$ cat config.mk
export PLATFORM = sky130hd
export DESIGN_NAME = websocket_frame_header_parser_unit
export DESIGN_NICKNAME = d
export VERILOG_FILES = /design/src/rtl/core/wsfhp_pkg.sv /design/src/rtl/core/wsfhp_front.sv /design/src/rtl/core/wsfhp_queue.sv /design/src/rtl/core/wsfhp_back.sv /design/src/rtl/core/websocket_frame_header_parser_unit.sv
export SDC_FILE = /design/constraint.sdc
export NUM_CORES = 1
export LEC_CHECK = 0
export ABC_AREA = 1
export BUFFER_PORTS_ARGS = -buffer_cell sky130_fd_sc_hd__buf_2
export CORE_ASPECT_RATIO = 1.5
export CORE_MARGIN = 10
export CORE_UTILIZATION = 25
export CTS_CLUSTER_SIZE = 25
export DETAILED_ROUTE_END_ITERATION = 8
export PLACE_DENSITY = 0.49
export SLEW_MARGIN = 20
export SYNTH_ARGS = -nofsm -noshare
export SYNTH_HDL_FRONTEND = slang
export SYNTH_SLANG_ARGS = --single-unit
$ cat constraint.sdc
create_clock -name clk -period 16.5 [get_ports clk]
set_input_delay 1.65 -clock clk [delete_from_list [all_inputs] [get_ports clk]]
set_output_delay 1.65 -clock clk [all_outputs]
set_load 0.1 [all_outputs]
$ cat src/rtl/core/wsfhp_pkg.sv
// Package for the frame header parser: header snapshot type, status codes,
// length indicator codes and the header size function. No dependencies.
`timescale 1ns / 1ps

package wsfhp_pkg;

  typedef struct packed {
    logic [7:0]  first;
    logic [7:0]  second;
    logic [63:0] ext_len;
    logic [31:0] key;
  } hdr_t;

  localparam logic [2:0] ST_OK         = 3'd0;
  localparam logic [2:0] ST_TOO_SHORT  = 3'd1;
  localparam logic [2:0] ST_INCOMPLETE = 3'd2;
  localparam logic [2:0] ST_RSV_SET    = 3'd3;
  localparam logic [2:0] ST_BAD_OPCODE = 3'd4;
  localparam logic [2:0] ST_UNMASKED   = 3'd5;

  localparam logic [6:0] IND_LEN64 = 7'd127;
  localparam logic [6:0] IND_LEN16 = 7'd126;

  localparam logic [3:0] HDR_SHORT = 4'd6;
  localparam logic [3:0] HDR_LEN16 = 4'd8;
  localparam logic [3:0] HDR_LEN64 = 4'd14;
  localparam logic [3:0] KEY_BYTES = 4'd4;

  localparam logic [3:0] OPC_LAST_DATA = 4'h2;
  localparam logic [3:0] OPC_FIRST_CTL = 4'h8;
  localparam logic [3:0] OPC_LAST_CTL  = 4'hA;

  localparam int QUEUE_DEPTH = 2;

  function automatic logic [3:0] hdr_size(input logic [7:0] second);
    logic [3:0] sz;
    if (second[6:0] == IND_LEN64) begin
      sz = HDR_LEN64;
    end else if (second[6:0] == IND_LEN16) begin
      sz = HDR_LEN16;
    end else begin
      sz = HDR_SHORT;
    end
    return sz;
  endfunction

endpackage

$ cat src/rtl/core/wsfhp_front.sv
// Front part: takes buffer bytes, counts them and captures header fields.
// Pushes a header snapshot on the last byte. Uses wsfhp_pkg.
`timescale 1ns / 1ps

module wsfhp_front import wsfhp_pkg::*; #(
  parameter int MAX_BUFFER_BYTES = 65536,
  parameter int CW = 17
) (
  input  logic          clk,
  input  logic          rst,
  input  logic          in_valid,
  output logic          in_ready,
  input  logic [7:0]    data_byte,
  input  logic          last_byte,
  input  logic          q_full,
  output logic          push,
  output logic [CW-1:0] push_count,
  output hdr_t          push_hdr
);

  logic [CW-1:0] count, count_next;
  hdr_t          hdr, hdr_next;
  logic [3:0]    h;
  logic          accept;

  assign in_ready = ~q_full;
  assign accept   = in_valid & in_ready;
  assign push     = accept & last_byte;

  always_comb begin
    hdr_next   = hdr;
    count_next = count;
    h          = hdr_size(hdr.second);
    if (count == '0) begin
      hdr_next.first = data_byte;
    end else if (count == CW'(1)) begin
      hdr_next.second = data_byte;
    end else if (32'(count) < 32'(h)) begin
      if (32'(count) < 32'(h - KEY_BYTES)) begin
        hdr_next.ext_len = {hdr.ext_len[55:0], data_byte};
      end else begin
        hdr_next.key = {hdr.key[23:0], data_byte};
      end
    end
    if (count != CW'(MAX_BUFFER_BYTES)) begin
      count_next = count + CW'(1);
    end
  end

  assign push_count = count_next;
  assign push_hdr   = hdr_next;

  always_ff @(posedge clk) begin
    if (rst) begin
      count <= '0;
      hdr   <= '0;
    end else if (accept) begin
      if (last_byte) begin
        count <= '0;
        hdr   <= '0;
      end else begin
        count <= count_next;
        hdr   <= hdr_next;
      end
    end
  end

  a_count_bound: assert property (@(posedge clk) disable iff (rst)
    32'(count) <= MAX_BUFFER_BYTES)
    else $error("byte count above bound");

  a_clear_after_last: assert property (@(posedge clk) disable iff (rst)
    push |=> (count == '0) && (hdr == '0))
    else $error("state not cleared after last byte");

endmodule

$ cat src/rtl/core/wsfhp_queue.sv
// Short queue between front and back parts.
// Holds header snapshots; depth from wsfhp_pkg.
`timescale 1ns / 1ps

module wsfhp_queue import wsfhp_pkg::*; #(
  parameter int W = 129
) (
  input  logic         clk,
  input  logic         rst,
  input  logic         push,
  input  logic [W-1:0] push_data,
  output logic         full,
  output logic         q_valid,
  input  logic         pop,
  output logic [W-1:0] q_data
);

  localparam int PW = (QUEUE_DEPTH > 1) ? $clog2(QUEUE_DEPTH) : 1;
  localparam int FW = $clog2(QUEUE_DEPTH + 1);

  logic [W-1:0]  mem [QUEUE_DEPTH];
  logic [PW-1:0] wr_ptr, rd_ptr;
  logic [FW-1:0] fill;

  assign full    = (fill == FW'(QUEUE_DEPTH));
  assign q_valid = (fill != '0);
  assign q_data  = mem[rd_ptr];

  always_ff @(posedge clk) begin
    if (push) begin
      mem[wr_ptr] <= push_data;
    end
  end

  always_ff @(posedge clk) begin
    if (rst) begin
      wr_ptr <= '0;
      rd_ptr <= '0;
      fill   <= '0;
    end else begin
      if (push) begin
        wr_ptr <= (wr_ptr == PW'(QUEUE_DEPTH - 1)) ? '0 : wr_ptr + PW'(1);
      end
      if (pop) begin
        rd_ptr <= (rd_ptr == PW'(QUEUE_DEPTH - 1)) ? '0 : rd_ptr + PW'(1);
      end
      if (push && !pop) begin
        fill <= fill + FW'(1);
      end else if (!push && pop) begin
        fill <= fill - FW'(1);
      end
    end
  end

  a_no_overflow: assert property (@(posedge clk) disable iff (rst)
    push |-> !full)
    else $error("push into full queue");

  a_no_underflow: assert property (@(posedge clk) disable iff (rst)
    pop |-> q_valid)
    else $error("pop from empty queue");

endmodule

$ cat src/rtl/core/wsfhp_back.sv
// Back part: runs the header checks on a queued snapshot and holds the
// result in the output register. Uses wsfhp_pkg.
`timescale 1ns / 1ps

module wsfhp_back import wsfhp_pkg::*; #(
  parameter int CW = 17
) (
  input  logic          clk,
  input  logic          rst,
  input  logic          q_valid,
  input  logic [CW-1:0] q_count,
  input  hdr_t          q_hdr,
  output logic          pop,
  output logic          out_valid,
  input  logic          out_ready,
  output logic [2:0]    status,
  output logic          fin_flag,
  output logic [3:0]    frame_opcode,
  output logic [63:0]   payload_length,
  output logic [31:0]   mask_key,
  output logic [3:0]    header_bytes
);

  logic [3:0]  h, opc;
  logic [63:0] plen, room;
  logic        too_short, bad_opc;
  logic [2:0]  st;

  assign pop = q_valid & (~out_valid | out_ready);

  always_comb begin
    h         = hdr_size(q_hdr.second);
    opc       = q_hdr.first[3:0];
    plen      = (q_hdr.second[6:0] == IND_LEN64 || q_hdr.second[6:0] == IND_LEN16) ?
                q_hdr.ext_len : 64'(q_hdr.second[6:0]);
    too_short = (32'(q_count) < 32'(HDR_SHORT)) || (32'(q_count) < 32'(h));
    room      = 64'(32'(q_count) - 32'(h));
    bad_opc   = ((opc > OPC_LAST_DATA) && (opc < OPC_FIRST_CTL)) || (opc > OPC_LAST_CTL);
    if (too_short) begin
      st = ST_TOO_SHORT;
    end else if (room < plen) begin
      st = ST_INCOMPLETE;
    end else if (q_hdr.first[6:4] != 3'b000) begin
      st = ST_RSV_SET;
    end else if (bad_opc) begin
      st = ST_BAD_OPCODE;
    end else if (!q_hdr.second[7]) begin
      st = ST_UNMASKED;
    end else begin
      st = ST_OK;
    end
  end

  always_ff @(posedge clk) begin
    if (rst) begin
      out_valid <= 1'b0;
    end else if (pop) begin
      out_valid <= 1'b1;
    end else if (out_ready) begin
      out_valid <= 1'b0;
    end
  end

  always_ff @(posedge clk) begin
    if (pop) begin
      status <= st;
      if (too_short) begin
        fin_flag       <= 1'b0;
        frame_opcode   <= '0;
        payload_length <= '0;
        mask_key       <= '0;
        header_bytes   <= '0;
      end else begin
        fin_flag       <= q_hdr.first[7];
        frame_opcode   <= opc;
        payload_length <= plen;
        mask_key       <= q_hdr.key;
        header_bytes   <= h;
      end
    end
  end

  a_short_zero: assert property (@(posedge clk) disable iff (rst)
    (out_valid && status == ST_TOO_SHORT) |->
      (payload_length == '0 && header_bytes == '0 && mask_key == '0))
    else $error("too-short result with nonzero fields");

  a_hdr_size: assert property (@(posedge clk) disable iff (rst)
    (out_valid && status != ST_TOO_SHORT) |->
      (header_bytes == HDR_SHORT || header_bytes == HDR_LEN16 ||
       header_bytes == HDR_LEN64))
    else $error("bad header size in result");

endmodule

$ cat src/rtl/core/websocket_frame_header_parser_unit.sv
// Frame header parser top level: front capture, snapshot queue, back checks.
// Result path: a last byte's snapshot goes through the queue into the output register.
// Throughput: one byte per cycle; in_ready drops only while the 2-entry queue is full.
// Results: one per buffer, issued at most one per cycle by the back part.
// Reset: synchronous; clears byte count, captured header, queue and output valid.
`timescale 1ns / 1ps

module websocket_frame_header_parser_unit import wsfhp_pkg::*; #(
  parameter int MAX_BUFFER_BYTES = 65536
) (
  input  logic        clk,
  input  logic        rst,
  input  logic        in_valid,
  output logic        in_ready,
  input  logic [7:0]  data_byte,
  input  logic        last_byte,
  output logic        out_valid,
  input  logic        out_ready,
  output logic [2:0]  status,
  output logic        fin_flag,
  output logic [3:0]  frame_opcode,
  output logic [63:0] payload_length,
  output logic [31:0] mask_key,
  output logic [3:0]  header_bytes
);

  localparam int CW = $clog2(MAX_BUFFER_BYTES + 1);
  localparam int HW = $bits(hdr_t);
  localparam int QW = CW + HW;

  logic          push, q_full, q_valid, pop;
  logic [CW-1:0] push_count, q_count;
  hdr_t          push_hdr, q_hdr;
  logic [QW-1:0] q_data;

  wsfhp_front #(
    .MAX_BUFFER_BYTES(MAX_BUFFER_BYTES),
    .CW(CW)
  ) u_front (
    .clk(clk),
    .rst(rst),
    .in_valid(in_valid),
    .in_ready(in_ready),
    .data_byte(data_byte),
    .last_byte(last_byte),
    .q_full(q_full),
    .push(push),
    .push_count(push_count),
    .push_hdr(push_hdr)
  );

  wsfhp_queue #(
    .W(QW)
  ) u_queue (
    .clk(clk),
    .rst(rst),
    .push(push),
    .push_data({push_count, push_hdr}),
    .full(q_full),
    .q_valid(q_valid),
    .pop(pop),
    .q_data(q_data)
  );

  assign q_count = q_data[QW-1 -: CW];
  assign q_hdr   = q_data[HW-1:0];

  wsfhp_back #(
    .CW(CW)
  ) u_back (
    .clk(clk),
    .rst(rst),
    .q_valid(q_valid),
    .q_count(q_count),
    .q_hdr(q_hdr),
    .pop(pop),
    .out_valid(out_valid),
    .out_ready(out_ready),
    .status(status),
    .fin_flag(fin_flag),
    .frame_opcode(frame_opcode),
    .payload_length(payload_length),
    .mask_key(mask_key),
    .header_bytes(header_bytes)
  );

endmodule

==> results of run 1 <==
state kept, by name, summed over array words and instances (netlist names), named ones only:
name	cells
u_queue.mem	258
u_front.hdr	112
u_back.payload_length	64
u_back.mask_key	32
u_front.count	17
u_back.frame_opcode	4
u_back.status	3
u_back.header_bytes	2
u_queue.fill	2
u_back.fin_flag	1
u_back.out_valid	1
u_queue.rd_ptr	1
u_queue.wr_ptr	1
cell usage in the layout (no fill, tap or decap), types with 3 or more instances in the layout:
master,count
sky130_fd_sc_hd__nand2_2,3
sky130_fd_sc_hd__dfxtp_1,134
sky130_fd_sc_hd__o21ai_2,64
sky130_fd_sc_hd__a211oi_1,3
sky130_fd_sc_hd__ha_1,75
sky130_fd_sc_hd__edfxtp_1,364
sky130_fd_sc_hd__buf_4,18
sky130_fd_sc_hd__o21ai_0,41
sky130_fd_sc_hd__o211ai_1,50
sky130_fd_sc_hd__mux2i_1,14
sky130_fd_sc_hd__nor3_2,3
sky130_fd_sc_hd__a31oi_1,3
sky130_fd_sc_hd__clkinv_1,4
sky130_fd_sc_hd__nor3b_1,3
sky130_fd_sc_hd__inv_1,130
sky130_fd_sc_hd__clkbuf_8,6
sky130_fd_sc_hd__clkbuf_1,14
sky130_fd_sc_hd__a21oi_1,198
sky130_fd_sc_hd__nor4_1,5
sky130_fd_sc_hd__nor3_1,5
sky130_fd_sc_hd__o21ai_1,12
sky130_fd_sc_hd__nand4_1,16
sky130_fd_sc_hd__nand2_1,603
sky130_fd_sc_hd__inv_2,5
sky130_fd_sc_hd__xnor2_1,6
sky130_fd_sc_hd__or2_1,4
sky130_fd_sc_hd__nor2_1,107
sky130_fd_sc_hd__clkinvlp_4,3
sky130_fd_sc_hd__o21a_1,3
sky130_fd_sc_hd__clkbuf_16,50
sky130_fd_sc_hd__xor2_1,19
sky130_fd_sc_hd__buf_2,120
sky130_fd_sc_hd__nor2_4,4
sky130_fd_sc_hd__clkinv_2,8
sky130_fd_sc_hd__or2_2,50
sky130_fd_sc_hd__nand3_1,40
sky130_fd_sc_hd__nand2_4,3
how the worst max path moves through the flow:
stage | to | from | cells after the start
after floorplan | u_queue.fill[1] | out_ready | 8
after global placement | u_back.payload_length[57] | flop | 20
after detailed placement | u_back.payload_length[58] | flop | 20
after CTS | u_back.payload_length[58] | flop | 20
after global routing | u_back.status[0] | flop | 26
final | u_back.status[1] | flop | 24
critical path, cell delays in order, from the launching register on:
cell and delay, ns:
sky130_fd_sc_hd__dfxtp_4 0.85, sky130_fd_sc_hd__inv_2 0.51, sky130_fd_sc_hd__buf_4 0.52, sky130_fd_sc_hd__nand2_1 0.14, sky130_fd_sc_hd__nand2_1 0.08, sky130_fd_sc_hd__nand2_1 0.09
sky130_fd_sc_hd__inv_1 0.05, sky130_fd_sc_hd__nand4_1 0.19, sky130_fd_sc_hd__ha_1 0.19, sky130_fd_sc_hd__inv_1 0.05, sky130_fd_sc_hd__fa_1 0.40, sky130_fd_sc_hd__a21oi_1 0.21
sky130_fd_sc_hd__nand2_1 0.15, sky130_fd_sc_hd__nor3_2 0.20, sky130_fd_sc_hd__buf_4 0.47, sky130_fd_sc_hd__ha_1 0.23, sky130_fd_sc_hd__nand2_1 0.08, sky130_fd_sc_hd__inv_1 0.08
sky130_fd_sc_hd__nand3_1 0.06, sky130_fd_sc_hd__nor3_1 0.38, sky130_fd_sc_hd__nand2_1 0.19, sky130_fd_sc_hd__nor4_1 0.50, sky130_fd_sc_hd__nand2_1 0.11, sky130_fd_sc_hd__nand2_1 0.14
sky130_fd_sc_hd__a21oi_1 0.09
per-stage QoR:
| step | setup slack, ns | instances | hold WS (ns) | util [%] |
|---|---|---|---|---|
| finish | 10.14 | 3365 | 0.4644 | 28.81 |
| global route | 9.480 | 3365 | 0.4792 | 28.81 |
| CTS | 9.839 | 3365 | 0.4644 | 28.80 |
| detailed placement | 9.819 | 3275 | 0.4553 | 27.00 |
| global placement | 10.01 | 3275 | 0.4514 | 27.00 |
| floorplan | 8.315 | 2101 | 0.4454 | - |
routing by layer:
metal  GRT usage (%)  vias up
li1                -     7322
met1           13.24     7248
met2           21.58      300
met3           1.834       78
met4           4.021        0
met5               0        -
power breakdown:
part	leakage, nW	internal [mW]	switching [mW]	total [mW]
clock	0.768	0.622	0.503	1.12
sequential	4.59	1.58	0.108	1.69
combinational	3.58	0.235	1.42	1.66
cell families after synthesis:
kind of cell             share of synthesized area (%)
other                                          0.01710
AO/OA/AOI/OAI                                    10.77
XOR/XNOR                                        0.9983
multiplexers                                    0.6389
flip-flops                                       62.16
AND/OR/NAND/NOR                                  16.09
adder cells (fa/ha/maj)                          4.370
buffers and inverters                            4.958
area by class of cell:
cell class	count	area [µm²]	share of cell area, %
clock buffers	70	1386	5.509
clock inverters	20	188.9	0.7507
inverters	135	506.7	2.014
multi-input cells	1355	7266	28.87
flip-flops and latches	499	13640	54.19
well taps	1147	1435	5.703
repair buffers	139	747.0	2.968
==> summary.txt, run 1 <==
Clock network
  • Buffer type at the clock tree root: sky130_fd_sc_hd__clkbuf_16
  • Post-cts resize count: 0
  • Total CTS buffers: 49
  • # Post-CTS Setup Buffers: 0
  • Total number of clock tree sinks: 499
  • Clk pin slew, worst setup/hold paths: 0.06 ns
  • Clock tree from TritonCTS: done
  • Max H-tree Level: 2
  • Quantity of hold-fixing buffers added after cts: 0
  • Clock buffer depth: 3
  • Clock latency at the later pin of the worst-skew pair: 0.62 ns

Logic synthesis
  • Proportion of netlist area held by the largest area contributor: 49.84%
  • Sequential element share of the synthesized area: 62.16%
  • Top_reg_cell synth: sky130_fd_sc_hd__edfxtp_1
  • Top-count cell post-synth: sky130_fd_sc_hd__nand2_1
  • Mean Syn Cell Area: 10.44 µm²
  • Count of flip-flops with a built-in enable after synthesis: 364
  • Post-Synthesis Cell Area: 0.02193 mm²
  • Most numerous cell types in the synthesized netlist: sky130_fd_sc_hd__nand2_1 (605), sky130_fd_sc_hd__edfxtp_1 (364), sky130_fd_sc_hd__a21oi_1 (199), sky130_fd_sc_hd__dfxtp_1 (135), sky130_fd_sc_hd__inv_1 (130)
  • Leading post-synthesis cells by cell area: sky130_fd_sc_hd__edfxtp_1 (50%), sky130_fd_sc_hd__dfxtp_1 (12%), sky130_fd_sc_hd__nand2_1 (10%)
  • Register bit count reported by yosys: 499
  • Cell taking the most area after synthesis: sky130_fd_sc_hd__edfxtp_1
  • Syn Nets: 2190
  • Ys async rst share: 0%
  • Number of distinct library cells after synthesis: 52
  • Yosys warns: 0
  • Number of standard cells after synthesis: 2101

Floorplan
  • Effective utilization at floorplan: 25.10%
  • CORE AREA: 0.08737 mm²
  • Die height: 382.8 µm
  • Full die area: 0.1002 mm²
  • Number of top-level design ports: 123
  • Number of placement rows: 133
  • Width of the chip: 261.8 µm

STA
  • Worst setup skew after layout: 0.02776 ns
  • Summed negative setup slack over all endpoints: 0 ns
  • Tcrit/Tclk final: 38.52%
  • Number of hold violations in the final report: 0
  • Number of pins with negative max-slew slack in the final report: 0
  • Worst Tran Pin Value: 1.117 ns
  • Fmax: 0.1573 GHz
  • Max-slew headroom: 25.54%
  • Setup repair after global routing missed its margin: no
  • Final worst path period need: 6.357 ns
  • Final setup violation count: 0

Drt
  • Uppermost metal layer occupied by signal nets: met4
  • Drt initial violations: 922
  • Vias after detailed routing: 14.95k
  • Post-detailed-route wirelength per cell: 17.70 µm
  • Length of routed met3 wiring: 2.527 mm
  • Detail Route met2 WL: 31.62 mm
  • Detailed-routing iteration count for the pre-antenna-repair pass: 5
  • DRC: 0
  • Number of nets with antenna violations after detailed routing: 0
  • Via density per instance: 4.442
  • Wire length reported by the detailed router: 59.57 mm
  • Routed length on met1: 23.77 mm

Worst setup path
  • Data required time of the worst path: 16.83 ns
  • Reg2reg path depth: 24
  • Setup slack, reg-to-reg: 10.14 ns
  • Critical path capture point type: flop
  • WP data arrival: 6.68 ns
  • CP startpoint kind: flop
  • Worst setup path category: reg2reg
  • Max Fanout on Critical Path: 68
  • Endpoint of the lowest-slack register-to-register path: u_back.status[1]

Placed design
  • Global placer's final weighted congestion: 0.7567
  • Count of input and output buffers: 121
  • Area post-placement: 0.02359 mm²
  • DP Wirelength: 37.82 mm

Power and ir drop
  • Total leakage power: 8.940 nW
  • P per Cell Area: 177.5 mW/mm²
  • Total Power Consumption: 4.467 mW
  • Maximum ir drop on the vdd rail: 0.0001431 V

Worst hold path
  • Number of stages on the worst hold path: 2
  • Worst Min Path Start: u_front.hdr[90]
  • Endpoint of the worst hold-timing path: u_front.hdr[90]
  • Worst hold path type: reg2reg

Layout
  • Count of nets after finishing: 2268
  • Final Instance Area: 0.02517 mm²
  • Fraction of layout cells with a size suffix above 1: 15.69%
  • Post-synthesis to final-layout area growth: 14.75%
  • Antenna diode instance count: 0
  • Filler cells: 9023

Global routing
  • Via count of the first global-routing pass: 15.07k
  • Global-route wire length before repair: 90.67 mm
  • Total routing resource utilization after global routing: 11.66%
  • Antenna violations before repair: 0
  • Pin count of the biggest net entering global routing: 88
  • Congestion Overflow GR: 0

Run status
  • Result of the run: finished, final reports clean

Run
  • Count of maximum capacitance violations: 0
Power figures use the tool's default switching activity.
==> run 2, diff against run 1 <==
Settings changed: ABC_AREA 1 to 0, PLACE_DENSITY 0.49 to 0.51.
Clock period 16.5 ns to 5.7 ns, I/O delays scaled along.
==> summary.txt, run 2 <==
Floorplan
  • Number of placement rows: 133 (unchanged)
  • Effective utilization at floorplan: 25.12% (was 25.10%)
  • CORE AREA: 0.08753 mm² (was 0.08737 mm²)
  • Width of the chip: 262.2 µm (was 261.8 µm)
  • Full die area: 0.1005 mm² (was 0.1002 mm²)
  • Die height: 383.2 µm (was 382.8 µm)
  • Number of top-level design ports: 123 (unchanged)

Placed design
  • Area post-placement: 0.02372 mm² (was 0.02359 mm²)
  • Post-placement worst setup slack: 0.2028 ns (was 9.819 ns)
  • Cell Count Post-Placement: 2869 (was 3275)
  • Global placer's final weighted congestion: 0.8175 (was 0.7567)
  • Count of input and output buffers: 121 (unchanged)
  • DP Wirelength: 39.37 mm (was 37.82 mm)

Logic synthesis
  • Yosys warns: 0 (unchanged)
  • Top_reg_cell synth: sky130_fd_sc_hd__edfxtp_1 (unchanged)
  • Proportion of netlist area held by the largest area contributor: 49.71% (was 49.84%)
  • Top-count cell post-synth: sky130_fd_sc_hd__edfxtp_1 (was sky130_fd_sc_hd__nand2_1)
  • Cell taking the most area after synthesis: sky130_fd_sc_hd__edfxtp_1 (unchanged)
  • Count of flip-flops with a built-in enable after synthesis: 364 (unchanged)
  • Number of standard cells after synthesis: 1679 (was 2101)
  • Post-Synthesis Cell Area: 0.02199 mm² (was 0.02193 mm²)
  • Number of distinct library cells after synthesis: 74 (was 52)
  • Leading post-synthesis cells by cell area: sky130_fd_sc_hd__edfxtp_1 (50%), sky130_fd_sc_hd__dfxtp_1 (12%), sky130_fd_sc_hd__mux2_2 (8.4%) (was sky130_fd_sc_hd__edfxtp_1 (50%), sky130_fd_sc_hd__dfxtp_1 (12%), sky130_fd_sc_hd__nand2_1 (10%))
  • Syn Nets: 1768 (was 2190)
  • Ys async rst share: 0% (unchanged)
  • Mean Syn Cell Area: 13.10 µm² (was 10.44 µm²)
  • Most numerous cell types in the synthesized netlist: sky130_fd_sc_hd__edfxtp_1 (364), sky130_fd_sc_hd__nor2_1 (180), sky130_fd_sc_hd__mux2_2 (165), sky130_fd_sc_hd__dfxtp_1 (135), sky130_fd_sc_hd__nand2_1 (112) (was sky130_fd_sc_hd__nand2_1 (605), sky130_fd_sc_hd__edfxtp_1 (364), sky130_fd_sc_hd__a21oi_1 (199), sky130_fd_sc_hd__dfxtp_1 (135), sky130_fd_sc_hd__inv_1 (130))
  • Register bit count reported by yosys: 499 (unchanged)
  • Sequential element share of the synthesized area: 62.00% (was 62.16%)

Worst setup path
  • Start of the worst register-to-register path: u_queue.mem[1][100]
  • CP startpoint: u_queue.mem[1][100]
  • Setup slack, reg-to-reg: 0.04 ns (was 10.14 ns)
  • Critical path capture point type: flop (unchanged)
  • CP startpoint kind: flop (unchanged)
  • End point of the critical path: u_back.status[2] (was u_back.status[1])
  • WP data arrival: 6.02 ns (was 6.68 ns)
  • Reg2reg path depth: 20 (was 24)
  • Worst setup path category: reg2reg (unchanged)
  • Max Fanout on Critical Path: 4 (was 68)
  • Data required time of the worst path: 6.06 ns (was 16.83 ns)
  • Endpoint of the lowest-slack register-to-register path: u_back.status[2] (was u_back.status[1])

STA
  • Worst setup skew after layout: 0.02892 ns (was 0.02776 ns)
  • Number of pins with negative max-slew slack in the final report: 0 (unchanged)
  • Summed negative setup slack over all endpoints: 0 ns (unchanged)
  • Worst Tran Pin Value: 1.055 ns (was 1.117 ns)
  • Tcrit/Tclk final: 99.28% (was 38.52%)
  • Worst hold slack after final layout: 0.2916 ns (was 0.4644 ns)
  • Fmax: 0.1767 GHz (was 0.1573 GHz)
  • Max-slew headroom: 29.69% (was 25.54%)
  • Number of hold violations in the final report: 0 (unchanged)
  • Worst-case setup margin in the final layout: 0.04126 ns (was 10.14 ns)
  • Final setup violation count: 0 (unchanged)
  • Final worst path period need: 5.659 ns (was 6.357 ns)

Clock network
  • Buffer type at the clock tree root: sky130_fd_sc_hd__clkbuf_16 (unchanged)
  • Quantity of hold-fixing buffers added after cts: 0 (unchanged)
  • Max H-tree Level: 2 (unchanged)
  • Total CTS buffers: 54 (was 49)
  • Clock tree from TritonCTS: done (unchanged)
  • Post-cts resize count: 0 (unchanged)
  • Clock buffer depth: 3 (unchanged)
  • Total number of clock tree sinks: 499 (unchanged)
  • # Post-CTS Setup Buffers: 0 (unchanged)
  • Clock latency at the later pin of the worst-skew pair: 0.61 ns (was 0.62 ns)
  • Clk pin slew, worst setup/hold paths: 0.06 ns (about the same)

Drt
  • Post-detailed-route wirelength per cell: 19.34 µm (was 17.70 µm)
  • Vias after detailed routing: 13.71k (was 14.95k)
  • Number of nets with antenna violations after detailed routing: 0 (unchanged)
  • Via density per instance: 4.616 (was 4.442)
  • Wire length reported by the detailed router: 57.47 mm (was 59.57 mm)
  • Drt initial violations: 747 (was 922)
  • DRC: 0 (unchanged)
  • Detailed-routing iteration count for the pre-antenna-repair pass: 5 (unchanged)

Run
  • Count of maximum capacitance violations: 0 (unchanged)

Layout
  • Flip-flop count of the largest register, all copies and words added: 258 (unchanged)
  • Leading cell type in the layout, fill and taps excluded: sky130_fd_sc_hd__edfxtp_1 (was sky130_fd_sc_hd__nand2_1)
  • Area of combinational cells with multiple inputs: 0.007762 mm² (was 0.007266 mm²)
  • Fraction of layout cells with a size suffix above 1: 23.09% (was 15.69%)
  • Post-synthesis to final-layout area growth: 16.01% (was 14.75%)
  • Commonest non-fill, non-tap cells in the layout: sky130_fd_sc_hd__edfxtp_1 (364), sky130_fd_sc_hd__nor2_1 (178), sky130_fd_sc_hd__mux2_2 (165) (was sky130_fd_sc_hd__nand2_1 (603), sky130_fd_sc_hd__edfxtp_1 (364), sky130_fd_sc_hd__a21oi_1 (198))
  • Area occupied by registers: 0.01364 mm² (unchanged)
  • Count of nets after finishing: 1868 (was 2268)
  • Share of the core filled with cells in the final layout: 29.14% (was 28.81%)
  • Registers with the most flip-flops: u_queue.mem: 258 flops, u_front.hdr: 112 flops, u_back.payload_length: 64 flops (unchanged)
  • Largest register by flop count: u_queue.mem (unchanged)
  • Count of placed standard cells in the final layout, fillers left out: 2971 (was 3365)
  • Filler cells: 9009 (was 9023)
  • Final Instance Area: 0.02551 mm² (was 0.02517 mm²)

Power and ir drop
  • Maximum ir drop on the vdd rail: 0.0004934 V (was 0.0001431 V)
  • Total leakage power: 9.030 nW (was 8.940 nW)
  • P per Cell Area: 482.3 mW/mm² (was 177.5 mW/mm²)
  • Total Power Consumption: 12.30 mW (was 4.467 mW)

Global routing
  • Via count of the first global-routing pass: 13.90k (was 15.07k)
  • Global-route wire length before repair: 86.35 mm (was 90.67 mm)
  • Pin count of the biggest net entering global routing: 70 (was 88)
  • Congestion Overflow GR: 0 (unchanged)
  • Antenna violations before repair: 8 (was 0)
  • Total routing resource utilization after global routing: 11.12% (was 11.66%)

Run status
  • Result of the run: finished, final reports clean (unchanged)

Worst hold path
  • Worst hold path type: in2reg (was reg2reg)
## run 2: cell count changes after synthesis, sizes merged, moves of 33 or more
cell    change
nand2     -496
a21oi     -165
mux2      +165
inv       -111
a22oi      +87
nor2       +71
o21ai      -68
and2       +59
or2        -52
o211ai     -42
mux2i      +38
clkbuf     -33
## run 2: kinds of logic (layout without fill, tap and decap cells)
group	after synthesis	after routing	synth area share, %
compound gates	257	257	8.205
flops	499	499	62.00
other cells	1	2	0.01705
fa+ha+maj	76	76	4.358
simple gates	472	472	10.18
buf+inv	123	267	3.010
mux	218	218	10.92
xor+xnor	33	33	1.314
## run 2: routing by layer
metal	global-route usage [%]	part of all wire, %	vias to the layer above
met5	0	0.11	-
met3	2.268	4.7	102
met4	3.721	3.1	10
met2	19.92	52	338
li1	-	-	6454
met1	12.91	41	6810
## run 2: where the power goes
group	switching, mW	internal, mW	total [mW]
logic	3.51	0.683	4.19
clock network	1.45	2.00	3.45
registers	0.161	4.50	4.66
total	5.12	7.19	12.3
## run 2: area by class of cell
type / instances / share of cell area (%)
tap: 1147 / 5.626
antenna: 1 / 0.009809
timing repair buffer: 143 / 3.257
sequential: 499 / 53.46
inverter: 24 / 0.3629
multi-input combinational: 1057 / 30.43
clock buffer: 72 / 5.959
clock inverter: 28 / 0.9024
## run 2: worst min-delay path by stage
| stage | start | end | slack [ns] | depth (start not counted) |
|---|---|---|---|---|
| floorplan | u_front.hdr[29] | u_front.hdr[29] | 0.43 | 2 |
| global placement | u_front.hdr[30] | u_front.hdr[30] | 0.45 | 2 |
| detailed placement | u_front.hdr[30] | u_front.hdr[30] | 0.45 | 2 |
| CTS | out_ready | u_back.out_valid | 0.27 | 3 |
| global route | out_ready | u_back.out_valid | 0.30 | 3 |
| finish | out_ready | u_back.out_valid | 0.29 | 3 |
## run 2: critical path, cell delays in order, from the launching register on
cell	delay, ns
sky130_fd_sc_hd__edfxtp_1	0.40
sky130_fd_sc_hd__nand4_1	0.12
sky130_fd_sc_hd__nor2_1	0.07
sky130_fd_sc_hd__or2_2	0.29
sky130_fd_sc_hd__and3_1	0.22
sky130_fd_sc_hd__inv_1	0.10
sky130_fd_sc_hd__ha_1	0.16
sky130_fd_sc_hd__inv_1	0.05
sky130_fd_sc_hd__fa_1	0.39
sky130_fd_sc_hd__a21boi_0	0.24
sky130_fd_sc_hd__and3b_1	0.22
sky130_fd_sc_hd__o21ai_0	0.26
sky130_fd_sc_hd__nor3_4	0.30
sky130_fd_sc_hd__ha_1	0.30
sky130_fd_sc_hd__a2111oi_0	0.64
sky130_fd_sc_hd__o21ai_0	0.24
sky130_fd_sc_hd__a311oi_1	0.37
sky130_fd_sc_hd__nor2_1	0.14
sky130_fd_sc_hd__nor4_2	0.36
sky130_fd_sc_hd__nand3_1	0.26
sky130_fd_sc_hd__and4b_1	0.26
==> run 3, diff against run 2 <==
Settings changed: CORE_UTILIZATION 25 to 55, PLACE_DENSITY 0.51 to 0.86.
==> summary.txt, run 3 (same netlist as run 2, synthesis figures left out) <==
STA
  • Tcrit/Tclk final: 94.44% (was 99.28%)
  • Setup repair after global routing missed its margin: no
  • Worst Tran Pin Value: 1.008 ns (was 1.055 ns)
  • Max-slew headroom: 32.81% (was 29.69%)
  • Final worst path period need: 5.383 ns (was 5.659 ns)
  • Worst-case setup margin in the final layout: 0.3167 ns (was 0.04126 ns)
  • Summed negative setup slack over all endpoints: 0 ns (unchanged)
  • Number of hold violations in the final report: 0 (unchanged)
  • Final setup violation count: 0 (unchanged)
  • Worst hold slack after final layout: 0.2995 ns (was 0.2916 ns)
  • Worst setup skew after layout: 0.03734 ns (was 0.02892 ns)
  • Number of pins with negative max-slew slack in the final report: 0 (unchanged)
  • Fmax: 0.1858 GHz (was 0.1767 GHz)

Clock network
  • Clock buffer depth: 3 (unchanged)
  • Total CTS buffers: 44 (was 54)
  • Buffer type at the clock tree root: sky130_fd_sc_hd__clkbuf_16 (unchanged)
  • # Post-CTS Setup Buffers: 0 (unchanged)
  • Max H-tree Level: 2 (unchanged)
  • Quantity of hold-fixing buffers added after cts: 0 (unchanged)
  • Clock latency at the later pin of the worst-skew pair: 0.59 ns (was 0.61 ns)
  • Clock tree from TritonCTS: done (unchanged)
  • Clk pin slew, worst setup/hold paths: 0.07 ns (was 0.06 ns)
  • Post-cts resize count: 0 (unchanged)
  • Total number of clock tree sinks: 499 (unchanged)

Floorplan
  • Number of placement rows: 89 (was 133)
  • Die height: 264.9 µm (was 383.2 µm)
  • Width of the chip: 183.3 µm (was 262.2 µm)
  • CORE AREA: 0.03942 mm² (was 0.08753 mm²)
  • Effective utilization at floorplan: 55.78% (was 25.12%)
  • Full die area: 0.04854 mm² (was 0.1005 mm²)
  • Number of top-level design ports: 123 (unchanged)

Drt
  • Drt initial violations: 1074 (was 747)
  • Vias after detailed routing: 13.86k (was 13.71k)
  • Number of nets with antenna violations after detailed routing: 0 (unchanged)
  • DRC: 0 (unchanged)
  • Length of routed met3 wiring: 2.658 mm (was 2.728 mm)
  • Routed length on met1: 17.95 mm (was 23.28 mm)
  • Post-detailed-route wirelength per cell: 21.86 µm (was 19.34 µm)
  • Uppermost metal layer occupied by signal nets: met5 (unchanged)
  • Via density per instance: 6.004 (was 4.616)
  • Detail Route met2 WL: 26.67 mm (was 29.61 mm)
  • Detailed-routing iteration count for the pre-antenna-repair pass: 6 (was 5)
  • Wire length reported by the detailed router: 50.48 mm (was 57.47 mm)

Layout
  • Leading cell type in the layout, fill and taps excluded: sky130_fd_sc_hd__edfxtp_1 (unchanged)
  • Registers with the most flip-flops: u_queue.mem: 258 flops, u_front.hdr: 112 flops, u_back.payload_length: 64 flops (unchanged)
  • Commonest non-fill, non-tap cells in the layout: sky130_fd_sc_hd__edfxtp_1 (364), sky130_fd_sc_hd__nor2_1 (178), sky130_fd_sc_hd__mux2_2 (165) (unchanged)
  • Flip-flop count of the largest register, all copies and words added: 258 (unchanged)
  • Fraction of layout cells with a size suffix above 1: 22.81% (was 23.09%)
  • Count of placed standard cells in the final layout, fillers left out: 2309 (was 2971)
  • Count of nets after finishing: 1859 (was 1868)
  • Largest register by flop count: u_queue.mem (unchanged)
  • Post-synthesis to final-layout area growth: 11.48% (was 16.01%)

Worst setup path
  • Critical path capture point type: flop (unchanged)
  • CP startpoint kind: flop (unchanged)
  • Max Fanout on Critical Path: 46 (was 4)
  • Worst setup path category: reg2reg (unchanged)
  • WP data arrival: 5.71 ns (was 6.02 ns)
  • Reg2reg path depth: 21 (was 20)
  • Data required time of the worst path: 6.03 ns (was 6.06 ns)

Power and ir drop
  • Combinational fraction of design power: 34.5% (was 34.1%)
  • Total leakage power: 8.938 nW (was 9.030 nW)
  • Clock Power Share: 26.4% (was 28.1%)
  • Internal power summed over all cells: 6.924 mW (was 7.188 mW)
  • Fraction of power spent switching nets: 41.65% (was 41.58%)
  • Reported net switching power: 4.942 mW (was 5.116 mW)
  • Flop pwr share: 39.1% (was 37.9%)
  • Maximum ir drop on the vdd rail: 0.0004176 V (was 0.0004934 V)
  • P per Cell Area: 484.0 mW/mm² (was 482.3 mW/mm²)

Global routing
  • Pin count of the biggest net entering global routing: 99 (was 70)
  • Antenna violations before repair: 5 (was 8)
  • Global-route wire length before repair: 77.81 mm (was 86.35 mm)
  • Total routing resource utilization after global routing: 20.22% (was 11.12%)
  • Congestion Overflow GR: 0 (unchanged)
  • Via count of the first global-routing pass: 14.11k (was 13.90k)

Placed design
  • Global placer's final weighted congestion: 0.8951 (was 0.8175)
  • Count of input and output buffers: 121 (unchanged)
  • Cell Count Post-Placement: 2222 (was 2869)
  • Post-placement worst setup slack: 0.1820 ns (was 0.2028 ns)
  • DP Wirelength: 33.46 mm (was 39.37 mm)

Worst hold path
  • Worst hold path type: in2reg (unchanged)
  • Number of stages on the worst hold path: 3 (unchanged)

Run
  • Count of maximum capacitance violations: 0 (unchanged)

Run status
  • Result of the run: finished, final reports clean (unchanged)
run 3: changes by cell type in the layout (fill, tap and decap cells not counted), sizes merged:
cell	previous run	this run
clkbuf	72	57
buf	143	144
clkinv	21	19
diode	1	3
bufinv	3	2
run 3: stage by stage:
stage	util (%)	cell area, µm²	power, mW
finish	62.19	24510	11.87
global route	62.18	24510	12.25
floorplan	-	22000	8.163
CTS	61.99	24440	11.93
detailed placement	58.01	22870	8.829
global placement	58.01	22870	8.761
run 3: power groups by stage:
| stage | Clock, mW | Sequential (mW) | Combinational (mW) |
|---|---|---|---|
| 2_1_floorplan | 0 | 7.12 | 1.04 |
| 3_5_place_dp | 0 | 4.72 | 4.11 |
| 6_report | 3.13 | 4.64 | 4.09 |
| 5_1_grt | 3.30 | 4.69 | 4.26 |
| 4_1_cts | 3.16 | 4.65 | 4.12 |
| 3_3_place_gp | 0 | 4.69 | 4.07 |
run 3: layer usage:
layer	vias to the layer above	GRT usage, %
met4	6	11.68
li1	6422	-
met5	-	0
met2	525	37.34
met3	156	3.396
met1	6754	21.05
run 3: area by class of cell:
cell class,count,area [µm²]
timing repair buffer,144,828.3
multi-input combinational,1057,7756
inverter,24,92.59
fill,2851,14910
clock inverter,25,251.5
clock buffer,57,1316
tap,500,625.6
sequential,499,13640
antenna,3,7.507
run 3: critical path, stage by stage, from the launching register on:
cell and delay (ns):
sky130_fd_sc_hd__edfxtp_1 0.41, sky130_fd_sc_hd__nand4_1 0.17, sky130_fd_sc_hd__nor3_1 0.08, sky130_fd_sc_hd__or2_2 0.32
sky130_fd_sc_hd__and3_1 0.21, sky130_fd_sc_hd__inv_1 0.11, sky130_fd_sc_hd__ha_1 0.15, sky130_fd_sc_hd__inv_1 0.05
sky130_fd_sc_hd__fa_1 0.41, sky130_fd_sc_hd__a21boi_1 0.24, sky130_fd_sc_hd__and3b_1 0.22, sky130_fd_sc_hd__o21ai_0 0.23
sky130_fd_sc_hd__nor3_4 0.32, sky130_fd_sc_hd__buf_8 0.31, sky130_fd_sc_hd__ha_1 0.31, sky130_fd_sc_hd__a21o_1 0.16
sky130_fd_sc_hd__a21o_1 0.17, sky130_fd_sc_hd__a21oi_1 0.15, sky130_fd_sc_hd__o21ai_0 0.17, sky130_fd_sc_hd__nor4_1 0.38
sky130_fd_sc_hd__nand3_1 0.26, sky130_fd_sc_hd__and4b_1 0.27
run 3: final timing paths:
| path | from | endpoint | slack, ns |
|---|---|---|---|
| worst min-delay path | out_ready | u_back.out_valid | 0.30 |
| worst min register to register | u_front.hdr[27] | u_front.hdr[27] | 0.48 |
| worst max-delay path | u_queue.mem[0][99] | u_back.status[2] | 0.32 |
| worst max register to register | u_queue.mem[0][99] | u_back.status[2] | 0.32 |
